### config.mk
export PLATFORM = sky130hd
export DESIGN_NAME = timer_prescaler_period_calc_top
export DESIGN_NICKNAME = d
export VERILOG_FILES = /design/src/rtl/tpc_pkg.sv /design/src/rtl/timer_prescaler_period_calc_top.sv
export SDC_FILE = /design/constraint.sdc
export NUM_CORES = 1
export LEC_CHECK = 0
export ABC_CLOCK_PERIOD_IN_PS = 8000
export BUFFER_PORTS_ARGS = -buffer_cell sky130_fd_sc_hd__buf_2
export CAP_MARGIN = 40
export CORE_ASPECT_RATIO = 1.25
export CORE_MARGIN = 8
export CORE_UTILIZATION = 30
export DETAILED_ROUTE_END_ITERATION = 16
export GPL_ROUTABILITY_DRIVEN = 1
export PLACE_DENSITY = 0.49
export SKIP_LAST_GASP = 1
export SLEW_MARGIN = 15
export SYNTH_ARGS = -nofsm -noshare
export SYNTH_HDL_FRONTEND = slang
export SYNTH_SLANG_ARGS = --single-unit
### constraint.sdc
create_clock -name clk_i -period 8 [get_ports clk_i]
set_clock_uncertainty 0.1 [all_clocks]
set_input_delay 1.2 -clock clk_i [delete_from_list [all_inputs] [get_ports clk_i]]
set_output_delay 1.2 -clock clk_i [all_outputs]
set_load 0.02 [all_outputs]
### src/rtl/tpc_pkg.sv
// Shared types and constants for the timer prescaler / period calculator.
// No dependencies; used by timer_prescaler_period_calc_top.
`default_nettype none

package tpc_pkg;

  localparam int unsigned FREQ_W          = 32;
  localparam int unsigned CLK_W           = 31;
  localparam int unsigned MAXP_W          = 16;
  localparam int unsigned PERIOD_W        = 16;
  localparam int unsigned CODE_W          = 8;
  localparam int unsigned STATUS_W        = 2;
  localparam int unsigned APB_DATA_W      = 32;
  localparam int unsigned APB_ADDR_W      = 3;

  localparam int unsigned PRESCALER_STEPS = 256;
  localparam int unsigned CODE_MAX        = 255;

  // Divider counter must also hold PRESCALER_STEPS itself
  localparam int unsigned D_W    = $clog2(PRESCALER_STEPS + 1);
  // Multiplier operand is period_limit + 1
  localparam int unsigned MULT_W = MAXP_W + 1;
  // One counter serves the multiply and divide loops; the divide is longer
  localparam int unsigned CNT_W  = $clog2(CLK_W);

  localparam logic [CLK_W-1:0]  CORE_CLOCK_RST   = CLK_W'(72000000);
  localparam logic [MAXP_W-1:0] PERIOD_LIMIT_RST = MAXP_W'(65535);

  // Register index, taken from paddr[2]
  localparam logic REG_CORE_CLOCK   = 1'b0;
  localparam logic REG_PERIOD_LIMIT = 1'b1;

  typedef enum logic [STATUS_W-1:0] {
    ST_OK    = 2'd0,
    ST_ZERO  = 2'd1,
    ST_RANGE = 2'd2
  } status_e;

  typedef enum logic [2:0] {
    S_IDLE,
    S_MUL,
    S_SRCH,
    S_DIV1,
    S_DIV2,
    S_DONE
  } state_e;

endpackage

`default_nettype wire

### src/rtl/timer_prescaler_period_calc_top.sv
// Timer prescaler and period calculator, top level.
// Depends on tpc_pkg (types, widths, register indexes).
//
// One item (a requested frequency) is taken at a time; the result is
// (period, prescaler_code, status). Odd requests are rounded down to even.
// The divider d is searched from 1 upward with the test
// core_clock < (period_limit + 1) * f * d, which matches
// core_clock / (f * d) <= period_limit without a divide. The constant
// (period_limit + 1) * f is built by a bit-serial shift-add, the search adds
// it once per cycle, and the period (core_clock / d) / f comes from one
// restoring divider used twice, one quotient bit per cycle. A request that
// is zero after rounding goes straight to the result. The block stalls its
// input while it works; a finished result sits in the output register and
// the next item can be accepted while it waits.
`default_nettype none

module timer_prescaler_period_calc_top (
  input  wire logic                               clk_i,
  input  wire logic                               rst_ni,

  input  wire logic                               psel,
  input  wire logic                               penable,
  input  wire logic                               pwrite,
  input  wire logic [tpc_pkg::APB_ADDR_W-1:0]     paddr,
  input  wire logic [tpc_pkg::APB_DATA_W-1:0]     pwdata,
  output logic      [tpc_pkg::APB_DATA_W-1:0]     prdata,
  output logic                                    pready,

  input  wire logic                               in_valid_i,
  output logic                                    in_stall_o,
  input  wire logic [tpc_pkg::FREQ_W-1:0]         freq_i,

  output logic                                    out_valid_o,
  input  wire logic                               out_stall_i,
  output logic      [tpc_pkg::PERIOD_W-1:0]       period_o,
  output logic      [tpc_pkg::CODE_W-1:0]         prescaler_code_o,
  output logic      [tpc_pkg::STATUS_W-1:0]       status_o
);

  localparam int unsigned FW = tpc_pkg::FREQ_W;
  localparam int unsigned CW = tpc_pkg::CLK_W;

  // Configuration registers
  logic [CW-1:0]                  core_clock_q;
  logic [tpc_pkg::MAXP_W-1:0]     period_limit_q;

  // Control
  tpc_pkg::state_e                state_q, state_d;
  logic [tpc_pkg::CNT_W-1:0]      cnt_q, cnt_d;
  logic                           out_valid_q, out_valid_d;

  // Datapath
  logic [FW-1:0]                  f_q, f_d;
  logic [FW-1:0]                  acc_q, acc_d;
  logic                           sat_q, sat_d;
  logic [FW-1:0]                  k_q, k_d;
  logic [tpc_pkg::MULT_W-1:0]     mp_q, mp_d;
  logic [tpc_pkg::D_W-1:0]        d_q, d_d;
  logic [CW-1:0]                  dvd_q, dvd_d;
  logic [FW-1:0]                  rem_q, rem_d;
  logic [FW-1:0]                  dsr_q, dsr_d;
  tpc_pkg::status_e               st_q, st_d;

  logic [tpc_pkg::PERIOD_W-1:0]   out_period_q, out_period_d;
  logic [tpc_pkg::CODE_W-1:0]     out_code_q, out_code_d;
  tpc_pkg::status_e               out_status_q, out_status_d;

  // Step logic
  logic                           in_acc;
  logic                           cfg_wr;
  logic [FW-1:0]                  f_even;
  logic [FW+1:0]                  mul_sum;
  logic                           mul_sat;
  logic                           hit;
  logic [31:0]                    code_full;
  logic                           code_over;
  logic [FW:0]                    div_r;
  logic [FW:0]                    div_diff;
  logic                           div_ge;
  logic [CW-1:0]                  div_q;
  logic [FW-1:0]                  div_rem;
  logic                           out_free;

  // ---------------------------------------------------------------------------
  // APB register file
  // ---------------------------------------------------------------------------
  assign pready = 1'b1;
  assign cfg_wr = psel && penable && pwrite;

  always_comb begin
    unique case (paddr[2])
      tpc_pkg::REG_CORE_CLOCK:   prdata = {1'b0, core_clock_q};
      tpc_pkg::REG_PERIOD_LIMIT: prdata = {16'd0, period_limit_q};
      default:                   prdata = '0;
    endcase
  end

  always_ff @(posedge clk_i or negedge rst_ni) begin
    if (!rst_ni) begin
      core_clock_q   <= tpc_pkg::CORE_CLOCK_RST;
      period_limit_q <= tpc_pkg::PERIOD_LIMIT_RST;
    end else if (cfg_wr) begin
      if (paddr[2] == tpc_pkg::REG_CORE_CLOCK) begin
        core_clock_q <= pwdata[CW-1:0];
      end else begin
        period_limit_q <= pwdata[tpc_pkg::MAXP_W-1:0];
      end
    end
  end

  // ---------------------------------------------------------------------------
  // Serial arithmetic
  // ---------------------------------------------------------------------------
  assign in_stall_o = (state_q != tpc_pkg::S_IDLE);
  assign in_acc     = in_valid_i && !in_stall_o;
  assign f_even     = {freq_i[FW-1:1], 1'b0};

  // Shift-add multiply, MSB of (period_limit + 1) first, saturating past 32 bits
  assign mul_sum = {1'b0, acc_q, 1'b0} +
                   {2'b00, (mp_q[tpc_pkg::MULT_W-1] ? f_q : {FW{1'b0}})};
  assign mul_sat = sat_q || (mul_sum[FW+1:FW] != 2'b00);

  // Divider d accepted when core_clock < (period_limit + 1) * f * d
  assign hit       = sat_q || ({1'b0, core_clock_q} < acc_q);
  assign code_full = 32'(d_q) - 32'd1;
  assign code_over = code_full > 32'(tpc_pkg::CODE_MAX);

  // Restoring division, one quotient bit per cycle into the dividend register
  assign div_r    = {rem_q, dvd_q[CW-1]};
  assign div_diff = div_r - {1'b0, dsr_q};
  assign div_ge   = (div_r >= {1'b0, dsr_q});
  assign div_rem  = div_ge ? div_diff[FW-1:0] : div_r[FW-1:0];
  assign div_q    = {dvd_q[CW-2:0], div_ge};

  assign out_free = !out_valid_q || !out_stall_i;

  always_comb begin
    state_d      = state_q;
    cnt_d        = cnt_q;
    out_valid_d  = out_valid_q && out_stall_i;
    f_d          = f_q;
    acc_d        = acc_q;
    sat_d        = sat_q;
    k_d          = k_q;
    mp_d         = mp_q;
    d_d          = d_q;
    dvd_d        = dvd_q;
    rem_d        = rem_q;
    dsr_d        = dsr_q;
    st_d         = st_q;
    out_period_d = out_period_q;
    out_code_d   = out_code_q;
    out_status_d = out_status_q;

    unique case (state_q)
      tpc_pkg::S_IDLE: begin
        if (in_acc) begin
          f_d   = f_even;
          acc_d = '0;
          sat_d = 1'b0;
          mp_d  = {1'b0, period_limit_q} + tpc_pkg::MULT_W'(1);
          cnt_d = '0;
          d_d   = tpc_pkg::D_W'(1);
          if (f_even == '0) begin
            st_d    = tpc_pkg::ST_ZERO;
            state_d = tpc_pkg::S_DONE;
          end else begin
            state_d = tpc_pkg::S_MUL;
          end
        end
      end

      tpc_pkg::S_MUL: begin
        acc_d = mul_sum[FW-1:0];
        sat_d = mul_sat;
        mp_d  = {mp_q[tpc_pkg::MULT_W-2:0], 1'b0};
        cnt_d = cnt_q + tpc_pkg::CNT_W'(1);
        if (cnt_q == tpc_pkg::CNT_W'(tpc_pkg::MULT_W - 1)) begin
          k_d     = mul_sum[FW-1:0];
          state_d = tpc_pkg::S_SRCH;
        end
      end

      tpc_pkg::S_SRCH: begin
        if (hit) begin
          if (code_over) begin
            st_d    = tpc_pkg::ST_RANGE;
            state_d = tpc_pkg::S_DONE;
          end else begin
            dvd_d   = core_clock_q;
            rem_d   = '0;
            dsr_d   = FW'(d_q);
            cnt_d   = '0;
            state_d = tpc_pkg::S_DIV1;
          end
        end else if (d_q == tpc_pkg::D_W'(tpc_pkg::PRESCALER_STEPS)) begin
          st_d    = tpc_pkg::ST_RANGE;
          state_d = tpc_pkg::S_DONE;
        end else begin
          d_d   = d_q + tpc_pkg::D_W'(1);
          acc_d = acc_q + k_q;
        end
      end

      tpc_pkg::S_DIV1: begin
        dvd_d = div_q;
        rem_d = div_rem;
        cnt_d = cnt_q + tpc_pkg::CNT_W'(1);
        if (cnt_q == tpc_pkg::CNT_W'(CW - 1)) begin
          // core_clock / d done; divide it by f next
          rem_d   = '0;
          dsr_d   = f_q;
          cnt_d   = '0;
          state_d = tpc_pkg::S_DIV2;
        end
      end

      tpc_pkg::S_DIV2: begin
        dvd_d = div_q;
        rem_d = div_rem;
        cnt_d = cnt_q + tpc_pkg::CNT_W'(1);
        if (cnt_q == tpc_pkg::CNT_W'(CW - 1)) begin
          st_d    = tpc_pkg::ST_OK;
          state_d = tpc_pkg::S_DONE;
        end
      end

      tpc_pkg::S_DONE: begin
        if (out_free) begin
          out_valid_d  = 1'b1;
          out_status_d = st_q;
          if (st_q == tpc_pkg::ST_OK) begin
            out_period_d = dvd_q[tpc_pkg::PERIOD_W-1:0];
            out_code_d   = code_full[tpc_pkg::CODE_W-1:0];
          end else begin
            out_period_d = '0;
            out_code_d   = '0;
          end
          state_d = tpc_pkg::S_IDLE;
        end
      end

      default: begin
        state_d = tpc_pkg::S_IDLE;
      end
    endcase
  end

  always_ff @(posedge clk_i or negedge rst_ni) begin
    if (!rst_ni) begin
      state_q     <= tpc_pkg::S_IDLE;
      cnt_q       <= '0;
      out_valid_q <= 1'b0;
    end else begin
      state_q     <= state_d;
      cnt_q       <= cnt_d;
      out_valid_q <= out_valid_d;
    end
  end

  always_ff @(posedge clk_i) begin
    f_q          <= f_d;
    acc_q        <= acc_d;
    sat_q        <= sat_d;
    k_q          <= k_d;
    mp_q         <= mp_d;
    d_q          <= d_d;
    dvd_q        <= dvd_d;
    rem_q        <= rem_d;
    dsr_q        <= dsr_d;
    st_q         <= st_d;
    out_period_q <= out_period_d;
    out_code_q   <= out_code_d;
    out_status_q <= out_status_d;
  end

  assign out_valid_o      = out_valid_q;
  assign period_o         = out_period_q;
  assign prescaler_code_o = out_code_q;
  assign status_o         = out_status_q;

  // ---------------------------------------------------------------------------
  // Assertions
  // ---------------------------------------------------------------------------
  a_accept_busy: assert property (@(posedge clk_i) disable iff (!rst_ni)
    in_acc |=> in_stall_o)
    else $error("input accepted but block not busy next cycle");

  a_search_range: assert property (@(posedge clk_i) disable iff (!rst_ni)
    (state_q == tpc_pkg::S_SRCH) |->
      (d_q >= tpc_pkg::D_W'(1)) && (d_q <= tpc_pkg::D_W'(tpc_pkg::PRESCALER_STEPS)))
    else $error("divider search out of range");

  a_rem_bound: assert property (@(posedge clk_i) disable iff (!rst_ni)
    ((state_q == tpc_pkg::S_DIV1) || (state_q == tpc_pkg::S_DIV2)) |-> (rem_q < dsr_q))
    else $error("division remainder not below divisor");

  a_period_fits: assert property (@(posedge clk_i) disable iff (!rst_ni)
    (out_valid_o && (status_o == tpc_pkg::ST_OK)) |-> (period_o <= period_limit_q))
    else $error("period exceeds the period limit");

  a_fail_zero: assert property (@(posedge clk_i) disable iff (!rst_ni)
    (out_valid_o && (status_o != tpc_pkg::ST_OK)) |->
      ((period_o == '0) && (prescaler_code_o == '0)))
    else $error("failed item carries nonzero period or code");

endmodule

`default_nettype wire
==> flow_summary.toml <==
[setup_path]
crit_required_ns = 8.06
critPathTopFamily = "compound AO/OA/AOI/OAI gates"
critical_path_buf_inv_count = 2
path_common_cell = "a21oi_1"
path_cells = "ha_1 > a21o_1 > a21oi_1 > nor2b_1 > o21ai_0 > nor4b_1 > buf_2 > a21oi_1 > or2_1 > o21ai_4 > buf_4"
cp_slowest_cell = "buf_4"
cp_max_fo = 42
start_kind = "register"
slowest_delay_ns = 0.62
r2r_cells = 11
rrSetupSlack_ns = 3.88
rr_startpoint = "core_clock_q[17]$_DFFE_PN1P_"
crit-reg2reg-capture = "dvd_q[24]$_DFFE_PP_"
setup.worst_path.end_class = "register"
crit_type = "register to register"
cp.arrival_ns = 4.17

[timing]
worst_slew_pin_slew_ns = 0.8130
slew_violations = 0
max_freq_ghz = 0.2430
min_period_ns = 4.116
fin_worst_hold_slack_ns = 0.3902
setup-violations-final = 0
period_share = 0.5145
setup_tns_ns = 0
rsz0062_at_grt = "false"
slew_headroom = 0.4580
hold_viol_final = 0

[yosys]
synth_xor_area_frac = 0.04898
syn_inst = 1711
synth_edf_count = 243
synth_mux_area_frac = 0.07425
ys_seq_area_frac = 0.4738
synth_top_family_by_area = "compound AO/OA/AOI/OAI gates"
synth_fa_ha_area_frac = 0.09022
synth_compound_area_frac = 0.1439
yosys_most_used_dff = "edfxtp_1"
synthDistinctLibCells = 85
yosys_warnings = 0
synth_simple_gate_area_frac = 0.1322
syn_area_um2 = 18420
ys_ff_latch = 299
syn_nets = 1916
syn_area_per_cell_um2 = 10.76
synthArstFlopShare = 0.1873

[route]
num_vias = 13310
drc = 0
avgViaCountPerCell = 4.961
dr.first_iter.drc_count = 771
drt_wl_total_um = 51860
post_drt_wl_per_cell_um = 19.34
firstDrtPassIters = 5
antenna_left = 0

[cts]
path_clk_slew_ns = 0.06
numCtsBuffers = 35
ctsHoldBuffers = 0
ctsHtreeMaxLevel = 2
cts_resized = 0
cts.path.max_buffers = 3
cts_root_buf = "clkbuf_16"
cts_setup_buffers = 0
tritoncts = "yes"
clock_latency_ns = 0.54
cts.sinks = 299

[flow_run]
cap_violations = 0

[finish]
layout_commonest_cell = "edfxtp_1"
finalNetCount = 2036
area.growth.synth_to_final_pct = 15.54
fillers = 6102
final_cell_mix = "edfxtp_1, buf_2, ha_1, nor2_1, nand2_1"
layout-drive-gt1-share = 0.2018
diodes = 0

[floorplanning]
die_width_um = 237.6
fp.dieH_um = 293.0
io_pins = 135
die_area_um2 = 69630
std_cell_rows = 101
start_util = 0.3030
coreArea_um2 = 60780

[placed_design]
place.gp.congestion = 0.8765
hpwl_um = 39620
port_buffers = 128

[status]
status = "finished, final reports clean"

[power]
power_density_nw_per_um2 = 370.0
leakagePower_nw = 8.697
ir_worst_vdd_mv = 0.1492

[worst_hold_path]
holdPathEnd = "status_o[1]$_DFFE_PP_"
hold_class = "register to register"
min_from = "st_q[1]$_SDFFCE_PP0P_"
holdPathStages = 0

[grt]
track_usage = 0.1466
grt_start_max_net_pins = 59
grt_pass1_wl_um = 80550
grt_remaining_overflow = 0
grt_antenna_before_repair = 0
first_global_vias = 13800
-- worst reg2reg max path, delay by kind of cell, from the launching register on --
family	cells	cell delay (ns)
buffers and inverters	2	0.84
and+or+nand+nor	3	0.73
AOI/OAI and AO/OA	5	1.23
DFF	1	0.57
adders and majority gates	1	0.25
-- cells in the mapped netlist, types with 23 or more instances --
cell type  instances  share of area
inv_1             99          0.020
clkbuf_1          53          0.011
nand4_1           26         0.0088
and3_1            36          0.012
ha_1             128          0.087
nand3_1           35         0.0095
nor2_1           122          0.025
nor2b_1           31          0.011
a21oi_1          104          0.028
mux2_2           101          0.062
dfstp_2           23          0.033
xor2_1            35          0.017
and2_1            53          0.018
xnor2_1           68          0.032
dfrtp_1           33          0.045
nand2_1          118          0.024
edfxtp_1         243           0.40
o21ai_0           87          0.024
a21o_1            49          0.020
mux2i_1           23          0.012
-- kinds of logic after synthesis --
family,Yosys count
adders and majority gates,131
and+or+nand+nor,489
AOI/OAI and AO/OA,396
DFF,299
xor gates and xnor gates,103
muxes,124
other,2
buffers and inverters,167
-- sequential cells by signal, summed over array words and instances (netlist names), 17 cells and up --
| signal | count |
|---|---|
| acc_q | 31 |
| dsr_q | 32 |
| dvd_q | 31 |
| k_q | 31 |
| f_q | 31 |
| mp_q | 17 |
| core_clock_q | 31 |
| rem_q | 32 |
-- worst max-delay path by stage --
stage,startpoint,to,depth (start not counted)
4_1_cts,mp_q[16]$_DFFE_PP_,sat_q$_SDFFCE_PN0P_,13
3_3_place_gp,core_clock_q[17]$_DFFE_PN1P_,rem_q[4]$_SDFFCE_PP0P_,10
6_report,core_clock_q[17]$_DFFE_PN1P_,dvd_q[24]$_DFFE_PP_,11
5_1_grt,mp_q[16]$_DFFE_PP_,sat_q$_SDFFCE_PN0P_,13
3_5_place_dp,mp_q[16]$_DFFE_PP_,sat_q$_SDFFCE_PN0P_,13
2_1_floorplan,acc_q[25]$_SDFFCE_PN0P_,dvd_q[0]$_DFFE_PP_,10
-- cell type report --
cell class | count | area, um^2 | share of cell area
clock buffers | 47 | 1003 | 0.04716
well taps | 824 | 1031 | 0.04845
clock inverters | 17 | 163.9 | 0.007703
inverters | 99 | 371.6 | 0.01746
multi-input cells | 1245 | 9091 | 0.4272
repair buffers | 151 | 890.9 | 0.04187
flip-flops and latches | 299 | 8727 | 0.4101
-- stage by stage --
| step | setup WS [ns] | utilization | std cells | cell area [um^2] | total power [W] |
|---|---|---|---|---|---|
| floorplan | 1.007 | - | 1711 | 18420 | 0.005232 |
| global placement | 2.964 | 0.3286 | 2610 | 19970 | 0.006196 |
| detailed placement | 3.849 | 0.3307 | 2617 | 20100 | 0.006276 |
| CTS | 3.830 | 0.3500 | 2681 | 21270 | 0.007960 |
| global route | 3.505 | 0.3501 | 2682 | 21280 | 0.008435 |
| finish | 3.884 | 0.3501 | 2682 | 21280 | 0.007872 |
-- where the power goes --
group	leakage [nW]	internal (W)	switching (W)
combinational	5.16	0.00143	0.00212
sequential	2.96	0.00234	0.000338
clock	0.582	0.000958	0.000681
total	8.70	0.00473	0.00314
-- per-layer routing --
metal / part of all wire / GRT usage / up-vias
met5: 0 / 0 / -
met1: 0.43 / 0.1756 / 6507
li1: - / - / 6503
met2: 0.52 / 0.2718 / 225
met4: 0.025 / 0.04314 / 0
met3: 0.030 / 0.01753 / 70
(Power assumes the default switching activity.)
